`config.mk`:
```
export PLATFORM = sky130hd
export DESIGN_NAME = cts_gain
export DESIGN_NICKNAME = d
export VERILOG_FILES = /design/src/rtl/core/cartesian_to_spherical_top_macros.svh /design/src/rtl/core/cts_pkg.sv /design/src/rtl/core/cts_gain.sv
export SDC_FILE = /design/constraint.sdc
export NUM_CORES = 2
export LEC_CHECK = 0
export ABC_AREA = 1
export BUFFER_PORTS_ARGS = -buffer_cell sky130_fd_sc_hd__buf_2
export CORE_ASPECT_RATIO = 1.2
export CORE_UTILIZATION = 60
export CTS_CLUSTER_DIAMETER = 120
export DETAILED_ROUTE_END_ITERATION = 16
export PLACE_DENSITY = 0.77
export SLEW_MARGIN = 10
export SYNTH_ARGS = -nofsm -noshare
export SYNTH_HDL_FRONTEND = slang
export SYNTH_SLANG_ARGS = --single-unit
export TNS_END_PERCENT = 50
```
`constraint.sdc`:
```
create_clock -name clk_i -period 2.77 [get_ports clk_i]
set_input_delay 0.554 -clock clk_i [delete_from_list [all_inputs] [get_ports clk_i]]
set_output_delay 0.554 -clock clk_i [all_outputs]
set_load 0.1 [all_outputs]
```
`src/rtl/core/cartesian_to_spherical_top_macros.svh`:
```
// Assertion macros shared by the cartesian-to-spherical converter RTL.
// Included by the files that carry concurrent checks; no other dependencies.
`ifndef CARTESIAN_TO_SPHERICAL_TOP_MACROS_SVH
`define CARTESIAN_TO_SPHERICAL_TOP_MACROS_SVH
`ifndef ASSERT_OFF
// Plain property, checked outside reset
`define CTS_ASSERT(lbl, clk, rst_n, prop, msg) \
  lbl: assert property (@(posedge clk) disable iff (!rst_n) (prop)) else $error(msg);
// Same-cycle implication
`define CTS_ASSERT_IMP(lbl, clk, rst_n, ante, cons, msg) \
  lbl: assert property (@(posedge clk) disable iff (!rst_n) (ante) |-> (cons)) else $error(msg);
// Next-cycle implication
`define CTS_ASSERT_NXT(lbl, clk, rst_n, ante, cons, msg) \
  lbl: assert property (@(posedge clk) disable iff (!rst_n) (ante) |=> (cons)) else $error(msg);
`else
`define CTS_ASSERT(lbl, clk, rst_n, prop, msg)
`define CTS_ASSERT_IMP(lbl, clk, rst_n, ante, cons, msg)
`define CTS_ASSERT_NXT(lbl, clk, rst_n, ante, cons, msg)
`endif
`endif

```
`src/rtl/core/cts_pkg.sv`:
```
// Shared constants for the cartesian-to-spherical converter: default widths,
// fixed-point formats, inverse CORDIC gain and the arctangent step table.
package cts_pkg;

  localparam int COORD_WIDTH_DEF  = 24;
  localparam int ANGLE_WIDTH_DEF  = 24;
  localparam int CORDIC_STEPS_DEF = 24;

  // Working values carry guard bits below and headroom above the coordinate
  localparam int GUARD_BITS    = 24;
  localparam int HEADROOM_BITS = 3;

  // Angle accumulator: 32-bit binary angle, full turn wraps
  localparam int ACC_W = 32;

  localparam logic [ACC_W-1:0] QUARTER_TURN = 32'h4000_0000;
  // 0.6072529350 * 2^32
  localparam logic [31:0]      INV_GAIN_Q32 = 32'd2608131496;

  // atan(2^-i) in 32-bit binary angle units, rounded to nearest
  localparam logic [ACC_W-1:0] ATAN_TABLE [32] = '{
    32'd536870912, 32'd316933406, 32'd167458907, 32'd85004756,
    32'd42667331,  32'd21354465,  32'd10679838,  32'd5340245,
    32'd2670163,   32'd1335087,   32'd667544,    32'd333772,
    32'd166886,    32'd83443,     32'd41722,     32'd20861,
    32'd10430,     32'd5215,      32'd2608,      32'd1304,
    32'd652,       32'd326,       32'd163,       32'd81,
    32'd41,        32'd20,        32'd10,        32'd5,
    32'd3,         32'd1,         32'd1,         32'd0
  };

endpackage

```
`src/rtl/core/cts_gain.sv`:
```
// Inverse CORDIC gain correction: two-stage multiply of the horizontal
// magnitude by 0.60725 in Q32, split into low and high partial products.
// Depends on cts_pkg for the inverse gain constant.
module cts_gain import cts_pkg::*; #(
  parameter int W      = 51,
  parameter int SIDE_W = 1
) (
  input  logic              clk_i,
  input  logic              rst_ni,
  input  logic              en_i,
  input  logic              valid_i,
  input  logic [W-1:0]      mag_i,
  input  logic [SIDE_W-1:0] side_i,
  output logic              valid_o,
  output logic [W-1:0]      mag_o,
  output logic [SIDE_W-1:0] side_o
);

  logic [63:0]       lo_prod;
  logic [W-1:0]      hi_prod;
  logic [31:0]       lo_q;
  logic [W-1:0]      hi_q, mag_q;
  logic [SIDE_W-1:0] side1_q, side2_q;
  logic              valid1_q, valid2_q;

  // Partial products: low 32 bits and the remaining high bits
  assign lo_prod = 64'(mag_i[31:0]) * 64'(INV_GAIN_Q32);
  assign hi_prod = W'(mag_i[W-1:32]) * W'(INV_GAIN_Q32);

  // Hold the valid flags under reset
  always_ff @(posedge clk_i or negedge rst_ni) begin
    if (!rst_ni) begin
      valid1_q <= 1'b0;
      valid2_q <= 1'b0;
    end else if (en_i) begin
      valid1_q <= valid_i;
      valid2_q <= valid1_q;
    end
  end

  // Register partial products, then sum them
  always_ff @(posedge clk_i) begin
    if (en_i) begin
      lo_q    <= lo_prod[63:32];
      hi_q    <= hi_prod;
      side1_q <= side_i;
      mag_q   <= hi_q + W'(lo_q);
      side2_q <= side1_q;
    end
  end

  assign valid_o = valid2_q;
  assign mag_o   = mag_q;
  assign side_o  = side2_q;

endmodule

```
; ---- Word level (Yosys, flattened, before mapping)
; Index checks and enable logic that the tools add are counted.
[classes]
n_addsub = 1
mul = 2
[op_table]
columns = operator, n
row1 = multiplier 32 x 29 -> 61 bit (second input constant), 1
row2 = adder 51 x 32 -> 51 bit, 1
row3 = multiplier 19 x 29 -> 48 bit (second input constant), 1
[word_totals]
reg_bits = 135
inputBits = 56
out_inout_bits = 53

; ---- Depth between registers and ports, before layout
[logic_depth]
ltp_word = 1
mapped_depth = 27
depth_no_buf = 27

; ---- Worst setup path before layout
; OpenSTA, ideal clock, no wires.
[synth_path]
path_kind = in2reg
startpoint = input mag_i[8]
endpoint = register lo_q[30], data pin
t_arrival_ps = 5899
setup_slack_ps = -3382
path_stages = 24
path_cell_list = inv_1 fa_1 fa_1 inv_1 fa_1 inv_1 fa_1 inv_1 fa_1 fa_1 fa_1 inv_1 fa_1 inv_1 ha_1 nand2_1 nor2_1 inv_1 nor3_1 nand2_1 nand3_1 nand2_1 nand3_1 nand2_1
[synth_via]
elab_chain_cells = 1
[synth_lines]
columns = item, line_no
row1 = "start, declared", cts_gain.sv:12  ; input logic [W-1:0] mag_i,
row2 = multiplier 32 x 29 -> 61 bit, cts_gain.sv:27  ; assign lo_prod = 64'(mag_i[31:0]) * 64'(INV_GAIN_Q32);
row3 = via lo_prod[62], cts_gain.sv:19  ; logic [63:0] lo_prod;
row4 = "end signal, assigned", cts_gain.sv:44  ; lo_q <= lo_prod[63:32];
row5 = "end, declared", cts_gain.sv:21  ; logic [31:0] lo_q;
; The timed path passes the listed nets, and every way through them passes these cells.
; A chain may end at the register's enable or synchronous reset.

; ---- Worst setup path in the final report
[layout_path]
startpoint = input mag_i[13]
endpoint = register lo_q[24], data pin
; The elaborated chain is that of the path after synthesis.

==> metrics.md <==
| Metric | Value |
|---|---|
| Clock Tree Root | `clkbuf_16` |
| Netlist area before placement | `0.0381 mm²` |
| Number of global-route vias before repair | `34635` |
| Syn nets | `5984` |
| Max H-tree Level | `4` |
| Cells along the critical path | `buf_2 > buf_4 > buf_4 > ha_1 > inv_1 > fa_1 > inv_1 > fa_1 > inv_1 > fa_1 > inv_1 > fa_1 > fa_1 > fa_1 > ha_1 > ha_1 > nand2_2 > nor2_2 > nand2_1 > nor4_1 > a21oi_2 > nand3_2 > nand2_1` |
| Routed WL | `118 mm` |
| Drt via density | `5.29` |
| Commonest non-fill, non-tap cells in the layout | `1437 x inv_1, 882 x nand2_1, 638 x fa_1` |
| Clk buf depth | `2` |
| Clk_lat worst skew | `0.44 ns` |
| Die W | `232 µm` |
| DRT iter0 DRCs | `2740` |
| CP Data Arrival Time | `6.30 ns` |
| Hold WS | `0.307 ns` |
| Setup Skew | `0.0100 ns` |
| Synth cell types | `34` |
| Worst setup EP type | `flip-flop` |
| PnR worst setup slack | `-3.33 ns` |
| Antenna cells | `0` |
| Fraction of layout instances using a drive strength above 1 | `25.1%` |
| Final Wtd Congestion | `1.02` |
| Flops & latches, synth | `135` |
| First-pass GRT wire length | `182 mm` |
| Nets | `6688` |
| Max Clk Rate | `0.164 GHz` |
| CTS tree | `done` |
| Failing checks | `setup timing` |
| Worst-path clk slew | `0.07 ns` |
| Core ar. | `0.0624 mm²` |
| Final Max Tran Viols | `0` |
| Most common cell after layout, fill and taps aside | `inv_1` |
| Gr ovfl total | `0` |
| Fin crit period | `6.10 ns` |
| Remaining DRCs | `0` |
| Crit start category | `primary input` |
| Initial antenna violation count | `0` |
| Final setup viols | `74` |
| Max-slew headroom | `66.1%` |
| WP data required | `2.97 ns` |
| Maxcap violations | `0` |
| Avg Inst Size Synth | `8.15 µm²` |
| Die height | `278 µm` |
| CP max stage cell | `fa_1` |
| Final hold vios | `0` |
| Critical Path Fanout Max | `4` |
| Fin crit share | `220%` |
| FP Rows | `100` |
| Largest net degree at the start of global routing | `73` |
| Initial Utilization | `61.1%` |
| Global-route usage over all layers | `37.0%` |
| Wire per inst | `19.0 µm` |
| Status | `complete, but fails checks` |
| Post-synthesis sequential area ratio | `10.6%` |
| Yosys warning total | `0` |
| I/O Buffers | `108` |
| DR pass1 iterations | `6` |
| Detail Placement HPWL | `100 mm` |
| CP peak stage delay | `0.57 ns` |
| CTS buffer count | `17` |
| Post-route ant nets | `0` |
| RSZ-0062 raised after global routing | `yes` |
| DIE AREA | `0.0646 mm²` |
| CP Class | `primary input to flip-flop` |
| Slew @ Worst Pin | `0.512 ns` |
| Via count | `32887` |
| # IOs | `109` |
| Hold Crit Class | `primary input to flip-flop` |
| Clock Sinks | `135` |
| Most used cell, CP | `fa_1` |
| Mapped Cells | `4683` |
| Synthesis-to-finish area growth | `25.3%` |
[final cells by class]
| class | instances | area (µm²) |
|---|---|---|
| inverter | 1562 | 5910 |
| sequential | 135 | 4040 |
| multi-input combinational | 2986 | 31000 |
| timing repair buffer | 685 | 5200 |
| tap | 816 | 1020 |
| fill | 4201 | 14600 |
| clock inverter | 12 | 178 |
| clock buffer | 19 | 433 |
[repair_timing]
action	CTS	global route
resized for setup	367	338
hold buffers	1	0
hold endpoints to repair	2	0
endpoints found under the setup margin	75	74
buffers inserted	21	17
pin swaps	144	171
[metal layers]
layer  routed length, µm  track usage (%)
met5                   0                0
met4                5840             14.2
met3                8540             4.78
met2               56600             61.9
met1               47300             48.9
[registers in the layout, indices dropped and copies added (netlist names)]
register,cells
hi_q,48
lo_q,32
mag_o,51
side1_q,1
side_o,1
valid1_q,1
valid_o,1
[synthesized netlist by cell type]
| cell type | n | area, µm² |
|---|---|---|
| nor2_1 | 240 | 901 |
| and3_1 | 1 | 6.26 |
| nor2_2 | 17 | 106 |
| nand2_4 | 1 | 11.3 |
| inv_1 | 1540 | 5780 |
| clkinv_1 | 2 | 7.51 |
| o21bai_1 | 12 | 90.1 |
| fa_1 | 687 | 13800 |
| edfxtp_1 | 133 | 3990 |
| dfrtp_1 | 2 | 50.1 |
| o21ai_0 | 18 | 90.1 |
| nand3_2 | 3 | 30.0 |
| xor2_1 | 45 | 394 |
| nand4_1 | 26 | 163 |
| a31oi_1 | 4 | 25.0 |
| xnor2_1 | 13 | 114 |
| a21oi_1 | 102 | 510 |
| or2_1 | 1 | 6.26 |
| nor3_2 | 3 | 30.0 |
| nand3_1 | 148 | 741 |
| and2_1 | 11 | 68.8 |
| ha_1 | 558 | 6980 |
| nor2_4 | 1 | 11.3 |
| or2_2 | 2 | 12.5 |
| nor4_1 | 5 | 31.3 |
| inv_2 | 20 | 75.1 |
| o21ai_1 | 3 | 15.0 |
| nand2_2 | 2 | 12.5 |
| a21o_1 | 2 | 15.0 |
| nor3_1 | 23 | 115 |
| nand3b_1 | 2 | 15.0 |
| nor3_4 | 1 | 16.3 |
| nand2_1 | 1052 | 3950 |
| o21a_1 | 3 | 22.5 |
[worst max-delay path, delay by kind of cell]
kind | cells | cell delay, ns
buf+inv | 7 | 0.77
compound gates | 1 | 0.13
fa+ha+maj | 9 | 3.86
simple gates | 6 | 0.99
[kinds of logic after synthesis]
| group | count (synthesis) | synth area share, % |
|---|---|---|
| compound gates | 144 | 2.01 |
| xor+xnor | 58 | 1.33 |
| fa+ha+maj | 1245 | 54.4 |
| buf+inv | 1562 | 15.4 |
| flops | 135 | 10.6 |
| simple gates | 1539 | 16.3 |
[final timing paths]
check / slack (ns) / end / startpoint / cells past startpoint
max in group asynchronous: 2.23 / valid_o / rst_ni / 2
worst max-delay path: -3.33 / lo_q[24] / mag_i[13] / 23
worst max register to register: 0.23 / mag_o[31] / hi_q[3] / 13
worst min register to register: 0.42 / mag_o[1] / lo_q[1] / 0
min in group asynchronous: 0.45 / valid1_q / rst_ni / 2
worst min-delay path: 0.31 / side1_q / side_i / 1
[per-stage QoR]
step	std cells	setup slack, ns	util (%)	TNS [ns]	area [µm²]
final	6215	-3.33	76.6	-187.39	47800
after global routing	6215	-3.50	76.6	-195.31	47800
after CTS	6199	-3.30	74.5	-179.40	46500
after detailed placement	6148	-3.93	70.9	-228.73	44300
after global placement	6148	-3.86	70.9	-222.92	44300
after floorplan	4683	-3.29	-	-181.95	38500
Power is not shown: default switching activity piles up to over one toggle a cycle in this logic, so the estimate is an artifact.
