--- config.mk ---
export PLATFORM = sky130hd
export DESIGN_NAME = cts_cell
export DESIGN_NICKNAME = d
export VERILOG_FILES = /design/src/rtl/core/cartesian_to_spherical_top_macros.svh /design/src/rtl/core/cts_pkg.sv /design/src/rtl/core/cts_cell.sv
export SDC_FILE = /design/constraint.sdc
export NUM_CORES = 1
export LEC_CHECK = 0
export ABC_AREA = 1
export BUFFER_PORTS_ARGS = -buffer_cell sky130_fd_sc_hd__buf_4
export CAP_MARGIN = 0
export CORE_MARGIN = 2
export CORE_UTILIZATION = 60
export DETAILED_ROUTE_END_ITERATION = 7
export PLACE_DENSITY = 0.84
export SYNTH_ARGS = -nofsm -noshare
export SYNTH_HDL_FRONTEND = slang
export SYNTH_SLANG_ARGS = --single-unit
export TNS_END_PERCENT = 30
--- constraint.sdc ---
create_clock -name clk_i -period 1 [get_ports clk_i]
set_clock_uncertainty 0.2 [all_clocks]
set_input_delay 0 -clock clk_i [delete_from_list [all_inputs] [get_ports clk_i]]
set_output_delay 0 -clock clk_i [all_outputs]
set_load 0.02 [all_outputs]
--- src/rtl/core/cartesian_to_spherical_top_macros.svh ---
// Assertion macros shared by the cartesian-to-spherical converter RTL.
// Included by the files that carry concurrent checks; no other dependencies.
`ifndef CARTESIAN_TO_SPHERICAL_TOP_MACROS_SVH
`define CARTESIAN_TO_SPHERICAL_TOP_MACROS_SVH
`ifndef ASSERT_OFF
// Plain property, checked outside reset
`define CTS_ASSERT(lbl, clk, rst_n, prop, msg) \
  lbl: assert property (@(posedge clk) disable iff (!rst_n) (prop)) else $error(msg);
// Same-cycle implication
`define CTS_ASSERT_IMP(lbl, clk, rst_n, ante, cons, msg) \
  lbl: assert property (@(posedge clk) disable iff (!rst_n) (ante) |-> (cons)) else $error(msg);
// Next-cycle implication
`define CTS_ASSERT_NXT(lbl, clk, rst_n, ante, cons, msg) \
  lbl: assert property (@(posedge clk) disable iff (!rst_n) (ante) |=> (cons)) else $error(msg);
`else
`define CTS_ASSERT(lbl, clk, rst_n, prop, msg)
`define CTS_ASSERT_IMP(lbl, clk, rst_n, ante, cons, msg)
`define CTS_ASSERT_NXT(lbl, clk, rst_n, ante, cons, msg)
`endif
`endif

--- src/rtl/core/cts_pkg.sv ---
// Shared constants for the cartesian-to-spherical converter: default widths,
// fixed-point formats, inverse CORDIC gain and the arctangent step table.
package cts_pkg;

  localparam int COORD_WIDTH_DEF  = 24;
  localparam int ANGLE_WIDTH_DEF  = 24;
  localparam int CORDIC_STEPS_DEF = 24;

  // Working values carry guard bits below and headroom above the coordinate
  localparam int GUARD_BITS    = 24;
  localparam int HEADROOM_BITS = 3;

  // Angle accumulator: 32-bit binary angle, full turn wraps
  localparam int ACC_W = 32;

  localparam logic [ACC_W-1:0] QUARTER_TURN = 32'h4000_0000;
  // 0.6072529350 * 2^32
  localparam logic [31:0]      INV_GAIN_Q32 = 32'd2608131496;

  // atan(2^-i) in 32-bit binary angle units, rounded to nearest
  localparam logic [ACC_W-1:0] ATAN_TABLE [32] = '{
    32'd536870912, 32'd316933406, 32'd167458907, 32'd85004756,
    32'd42667331,  32'd21354465,  32'd10679838,  32'd5340245,
    32'd2670163,   32'd1335087,   32'd667544,    32'd333772,
    32'd166886,    32'd83443,     32'd41722,     32'd20861,
    32'd10430,     32'd5215,      32'd2608,      32'd1304,
    32'd652,       32'd326,       32'd163,       32'd81,
    32'd41,        32'd20,        32'd10,        32'd5,
    32'd3,         32'd1,         32'd1,         32'd0
  };

endpackage

--- src/rtl/core/cts_cell.sv ---
// One CORDIC vectoring micro-rotation cell with its pipeline register.
// Depends on cts_pkg for the arctangent table and accumulator width.
module cts_cell import cts_pkg::*; #(
  parameter int W      = 51,
  parameter int STEP   = 0,
  parameter int SIDE_W = 1
) (
  input  logic                clk_i,
  input  logic                rst_ni,
  input  logic                en_i,
  input  logic                valid_i,
  input  logic signed [W-1:0] a_i,
  input  logic signed [W-1:0] b_i,
  input  logic [ACC_W-1:0]    acc_i,
  input  logic [SIDE_W-1:0]   side_i,
  output logic                valid_o,
  output logic signed [W-1:0] a_o,
  output logic signed [W-1:0] b_o,
  output logic [ACC_W-1:0]    acc_o,
  output logic [SIDE_W-1:0]   side_o
);

  localparam logic [ACC_W-1:0] STEP_ANGLE = ATAN_TABLE[STEP];

  logic signed [W-1:0] da, db;
  logic signed [W-1:0] a_d, b_d, a_q, b_q;
  logic [ACC_W-1:0]    acc_d, acc_q;
  logic [SIDE_W-1:0]   side_q;
  logic                valid_q;

  // Rotate toward the positive a axis, steering on the sign of b
  always_comb begin
    da = b_i >>> STEP;
    db = a_i >>> STEP;
    if (!b_i[W-1]) begin
      a_d   = a_i + da;
      b_d   = b_i - db;
      acc_d = acc_i + STEP_ANGLE;
    end else begin
      a_d   = a_i - da;
      b_d   = b_i + db;
      acc_d = acc_i - STEP_ANGLE;
    end
  end

  // Hold the valid flag under reset
  always_ff @(posedge clk_i or negedge rst_ni) begin
    if (!rst_ni) begin
      valid_q <= 1'b0;
    end else if (en_i) begin
      valid_q <= valid_i;
    end
  end

  // Advance the payload
  always_ff @(posedge clk_i) begin
    if (en_i) begin
      a_q    <= a_d;
      b_q    <= b_d;
      acc_q  <= acc_d;
      side_q <= side_i;
    end
  end

  assign valid_o = valid_q;
  assign a_o     = a_q;
  assign b_o     = b_q;
  assign acc_o   = acc_q;
  assign side_o  = side_q;

endmodule

==> results of run 1 <==
## logic make-up after synthesis
| logic type | Yosys count | synth area share (%) |
|---|---|---|
| XOR/XNOR | 32 | 1.58 |
| flip-flops | 135 | 22.8 |
| adder cells (fa/ha/maj) | 154 | 11.0 |
| buffers and inverters | 687 | 15.6 |
| AND/OR/NAND/NOR | 1616 | 38.5 |
| multiplexers | 2 | 0.120 |
| AO/OA/AOI/OAI | 344 | 10.4 |
## cell usage after synthesis (2+ instances only)
library cell | count | area (um2)
nand2_1 | 1020 | 3830
inv_1 | 603 | 2260
nand3_1 | 245 | 1230
nor2_1 | 214 | 803
a21oi_1 | 158 | 791
ha_1 | 150 | 1880
edfxtp_1 | 134 | 4020
o21ai_0 | 120 | 601
nand4_1 | 40 | 250
buf_4 | 31 | 233
o21bai_1 | 30 | 225
xor2_1 | 30 | 263
nor2_2 | 22 | 138
nand2_2 | 17 | 106
nor3_2 | 16 | 160
buf_2 | 15 | 75.1
clkbuf_1 | 14 | 52.6
inv_2 | 14 | 52.6
o21ai_1 | 10 | 50.1
o22ai_1 | 10 | 62.6
nor2_4 | 8 | 90.1
and2_1 | 7 | 43.8
nor3_1 | 7 | 35.0
buf_6 | 6 | 67.6
fa_1 | 4 | 80.1
o211ai_1 | 4 | 30.0
or2_2 | 4 | 25.0
a21oi_2 | 3 | 26.3
and3_1 | 3 | 18.8
nand3b_1 | 3 | 22.5
a21boi_0 | 2 | 15.0
a31oi_1 | 2 | 12.5
nand3_2 | 2 | 20.0
nor4_1 | 2 | 12.5
o21a_1 | 2 | 15.0
o21ai_2 | 2 | 17.5
or2_1 | 2 | 12.5
xnor2_1 | 2 | 17.5
## metrics by stage
stage	instance area [um2]	utilization [%]	std cells
2_1_floorplan	19000	-	2970
3_3_place_gp	24200	83.6	3978
3_5_place_dp	24200	83.6	3978
4_1_cts	27200	94.0	4091
## metal layers
layer | track usage, % | overflow
met1 | 81.8 | 5
met2 | 98.0 | 181
met3 | 71.2 | 3
met4 | 83.8 | 107
met5 | 33.8 | 1
## timing repair
item	CTS
setup endpoints to repair	234
hold buffers	36
endpoints found under the hold margin	184
setup buffers	45
pin swaps	142
gates resized for setup	479
==> reports/qor.yml, run 1 <==
synth_edf_count: 134
h-tree-depth: 4
status: "aborted with a tool error"
ys_ff_latch: 135
grt_max_degree: 52
gp_congestion: 1.17
error: "[ERROR GRT-0116] Global routing finished with congestion. Check the congestion regions in the DRC Viewer."
synth_ff_type: "edfxtp_1"
row_count: 62
die_h_um: 176
synth.distinct_cells: 50
grt_remaining_overflow: 297
grt_use_total_pct: 83.0
cts.sinks: 135
place_ws_ps: -1460
cts-root-buf: "clkbuf_16"
synthArstFlopShare_pct: 0.741
netlist_area_um2: 17800
synth.net_count: 3263
syn_inst: 2970
lastStage: "global routing (5_1_grt)"
ys_warn_count: 0
io_buffers: 274
grt_pass1_vias: 32900
hpwl_um: 60700
clk_path_buf_depth: 2
ys_seq_area_share_pct: 22.8
start_util_pct: 61.4
ioPinCount: 275
die_w_um: 176
cts_buffers: 17
avgSynthCellArea_um2: 5.98
grt_pass1_wl_um: 200000
==> run 2: changes to the inputs <==
Settings changed: CORE_UTILIZATION 60 to 40, PLACE_DENSITY 0.84 to default, PLACE_DENSITY_LB_ADDON from default to 0.15.
==> run 2 against run 1 <==
The flow now finishes, with violations (negative hold slack, negative setup slack). Synthesized cell count did not move. Synthesized area did not move.
==> reports/qor.yml, run 2 <==
status: "finished with violations"
violations: "negative hold slack, negative setup slack"
worstPathMaxFanout: 4
crit_type: "in -> reg"
row_count: 77
drtIter0Drc: 1807
critPathTopFamily: "simple AND/OR/NAND/NOR gates"
synth_xor_area_share_pct: 1.58
p_seq_share_pct: 21.5
core_um2: 44000
synth.distinct_cells: 50
clk_latency_ps: 480
layout-drive-gt1-share_pct: 56.4
critPathLaunchType: "input port"
relSlewSlack_pct: 71.1
design_area_um2: 33600
power_density_nw_per_um2: 1030
syn_to_final_growth_pct: 88.9
fin_crit_ps: 1850
die_area_um2: 46100
p_int_mw: 19.4
ys_warn_count: 0
crit_top_cell: "nand2_1"
hp-class: "in -> reg"
hold_viol: 141
synthMuxAreaShare_pct: 0.120
yosys.area.top_type: "edfxtp_1"
yosys.cell_count.top_type: "nand2_1"
grt_max_degree: 52
synth_edf_count: 134
combPwrFrac_pct: 60.0
synth_top_family_by_area: "simple AND/OR/NAND/NOR gates"
ioPinCount: 275
mostFrequentLayoutCells: "buf_4, nand2_1, inv_1"
setup_viol: 236
grt_pass1_wl_um: 134000
worst_setup_path_end_kind: "flop"
cts.sinks: 135
via_count: 24100
cts_buffers: 17
power_mw: 34.7
critPathMaxStageDelay_ps: 410
cts_hold_buf: 36
avgSynthCellArea_um2: 5.98
ys_seq_area_share_pct: 22.8
final_common_cell: "buf_4"
synth_area_leaders: "edfxtp_1, nand2_1, inv_1, ha_1, nand3_1"
num-fill-cells: 3084
cp_slowest_cell: "fa_2"
synthTopCellsByCount: "nand2_1, inv_1, nand3_1, nor2_1, a21oi_1"
routedWlPerCell_um: 20.8
synthArstFlopShare_pct: 0.741
ir_drop_uv: 1160
timing.hold.ws_ps: -177
p_sw_mw: 15.3
maxSlewViolCount: 0
grt_use_total_pct: 38.2
antenna_found_initial: 0
largest_reg_flops: 51
tns_ps: -94890
synth_ff_type: "edfxtp_1"
synth_top_area_share_pct: 22.7
grt_remaining_overflow: 0
dp_cells: 4307
swShare_pct: 44.1
h-tree-depth: 4
timing.final.ws_setup_ps: -849
die_w_um: 215
synth.net_count: 3263
netlist_area_um2: 17800
cts-root-buf: "clkbuf_16"
worst-path-buf-inv: 5
clkPwrFrac_pct: 18.6
start_util_pct: 40.3
via_per_inst: 5.33
dr.pass1.iters: 6
route.detailed.drc: 0
ant_nets: 0
rsz0062_at_grt: "yes"
fmaxAchievable_mhz: 541
path_cells: "buf_4 > buf_6 > fa_2 > inv_2 > nand2_2 > nand3_4 > nand2_4 > nand2_4 > buf_6 > clkinvlp_4 > nor2_2 > nor2_2 > nand2_1 > nand2_1 > nand3_2 > nand2_1"
io_buffers: 274
placed_area_um2: 25400
clk_pin_slew_ps: 60
synth-simple-area-share_pct: 38.5
wl_um: 94300
clk_path_buf_depth: 2
cp.arrival_ps: 1890
hpwl_um: 70800
gp_congestion: 1.10
p_leak_nw: 17.1
ys_ff_latch: 135
die_h_um: 215
required_ps: 1050
synthAdderAreaFrac_pct: 11.0
syn_inst: 2970
synth-compound-area-share_pct: 10.4
place_ws_ps: -1600
grt_pass1_vias: 23300
worstMarginPinSlew_ps: 431
period_share_pct: 185
instances_no_fill: 4528
utilization_pct: 76.2
finalNetCount: 4215
cts_tree: "yes"
cap_violations: 0
## run 2: cell counts after synthesis
No cell type changed its count.
## run 2: metal layers
| metal | up-vias | global-route usage, % | wire (um) |
|---|---|---|---|
| li1 | 11100 | - | - |
| met1 | 11400 | 48.0 | 36800 |
| met2 | 1303 | 64.3 | 43800 |
| met3 | 333 | 5.05 | 7340 |
| met4 | 0 | 19.4 | 6410 |
| met5 | - | 0 | 0 |
## run 2: logic make-up after synthesis
family | Yosys count
compound gates | 344
xor+xnor | 32
fa+ha+maj | 154
buf+inv | 687
flops | 135
mux | 2
simple gates | 1616
## run 2: repair_timing
item,in CTS,in global routing
gates cloned,1,0
pin swaps,278,345
resized for setup,981,691
setup buffers,89,71
hold endpoints to repair,174,139
setup endpoints to repair,234,236
## run 2: area by class of cell
cell class              instances  area (um2)  share of cell area [%]
diodes                          1        2.50                 0.00746
clock buffers                  18         429                    1.28
clock inverters                14         128                   0.380
inverters                     618        2500                    7.46
repair buffers               1002        8760                    26.1
well taps                     592         741                    2.21
multi-input cells            2148       16900                    50.5
flip-flops and latches        135        4050                    12.1
## run 2: power groups by stage
| stage | registers, mW | logic, mW | clock network, mW |
|---|---|---|---|
| after floorplan | 8.42 | 6.78 | 0 |
| after global placement | 7.52 | 14.7 | 0 |
| after detailed placement | 7.53 | 14.9 | 0 |
| after CTS | 7.42 | 18.0 | 6.45 |
| after global routing | 7.50 | 21.9 | 6.60 |
| final | 7.46 | 20.8 | 6.45 |
## run 2: path summary, 6_finish.rpt
check	from	endpoint	slack (ps)	cells past startpoint
worst min-delay path	en_i	acc_o[22]	-180	2
worst max register to register	valid_o	valid_o	40	1
worst max-delay path	b_i[1]	a_o[40]	-850	16
min in group asynchronous	rst_ni	valid_o	220	3
max in group asynchronous	rst_ni	valid_o	270	3
worst min register to register	valid_o	valid_o	340	1
Power figures use the tool's default switching activity.
==> run 3: changes to the inputs <==
--- a/config.mk
+++ b/config.mk
@@ -8,7 +8,6 @@
 export ABC_AREA = 1
 export BUFFER_PORTS_ARGS = -buffer_cell sky130_fd_sc_hd__buf_4
-export CAP_MARGIN = 0
 export CORE_MARGIN = 2
-export CORE_UTILIZATION = 40
+export CORE_UTILIZATION = 53
 export DETAILED_ROUTE_END_ITERATION = 7
 export PLACE_DENSITY_LB_ADDON = 0.15
==> constraint.sdc (replaced) <==
create_clock -name clk_i -period 1 [get_ports clk_i]
set_clock_uncertainty 0.2 [all_clocks]
set_input_delay 0.3 -clock clk_i [delete_from_list [all_inputs] [get_ports clk_i]]
set_output_delay 0.3 -clock clk_i [all_outputs]
set_load 0.02 [all_outputs]
==> run 3 against run 2 <==
The run now fails in global routing (5_1_grt). Synthesized cell count unchanged. Synthesized area unchanged.
==> reports/qor.yml, run 3 <==
status: "aborted with a tool error"
lastStage: "global routing (5_1_grt)"
error: "[ERROR GRT-0232] Routing congestion too high. Check the congestion heatmap in the GUI."
grt-worst-endpoint: "a_o[22]$_DFFE_PP_/D"
io_buffers: 274
hpwl_um: 66800
ioPinCount: 275
dp_cells: 4109
yosys.area.top_type: "edfxtp_1"
cts.sinks: 135
grt_use_total_pct: 91.4
netlist_area_um2: 17800
cts_buffers: 17
synth_edf_count: 134
start_util_pct: 53.4
worstEndpointType: "register data pin"
synthArstFlopShare_pct: 0.741
synth_ff_type: "edfxtp_1"
die_h_um: 187
ys_seq_area_share_pct: 22.8
ys_warn_count: 0
ys_ff_latch: 135
synth_area_leaders: "edfxtp_1, nand2_1, inv_1, ha_1, nand3_1"
avgSynthCellArea_um2: 5.98
synthTopCellsByCount: "nand2_1, inv_1, nand3_1, nor2_1, a21oi_1"
grt_max_degree: 37
clk_path_buf_depth: 2
grt_remaining_overflow: 1056
synth.net_count: 3263
yosys.cell_count.top_type: "nand2_1"
gp_congestion: 1.09
h-tree-depth: 4
die_w_um: 187
synth_top_area_share_pct: 22.7
cts-root-buf: "clkbuf_16"
synth.distinct_cells: 50
row_count: 67
syn_inst: 2970
## run 3: logic make-up after synthesis
logic type,Yosys count,synth area share [%]
compound gates,344,10.4
mux,2,0.120
simple gates,1616,38.5
xor+xnor,32,1.58
fa+ha+maj,154,11.0
flops,135,22.8
buf+inv,687,15.6
## run 3: routing by layer
| metal | GRT overflow | global-route usage [%] |
|---|---|---|
| met5 | 1 | 52.5 |
| met2 | 712 | 108 |
| met1 | 25 | 87.1 |
| met3 | 34 | 78.6 |
| met4 | 284 | 97.3 |
## run 3: repair_timing
item | 4_1_cts
hold buffers | 33
resized for setup | 512
hold endpoints to repair | 33
setup buffers | 43
pin swaps | 157
endpoints found under the setup margin | 238
cloned | 0
## run 3: metrics by stage
| step | area (um2) | setup slack (ps) | utilization, % |
|---|---|---|---|
| after floorplan | 19000 | -1110 | - |
| after global placement | 24900 | -1740 | 74.9 |
| after detailed placement | 24900 | -1820 | 74.9 |
| after CTS | 28000 | -949 | 84.2 |
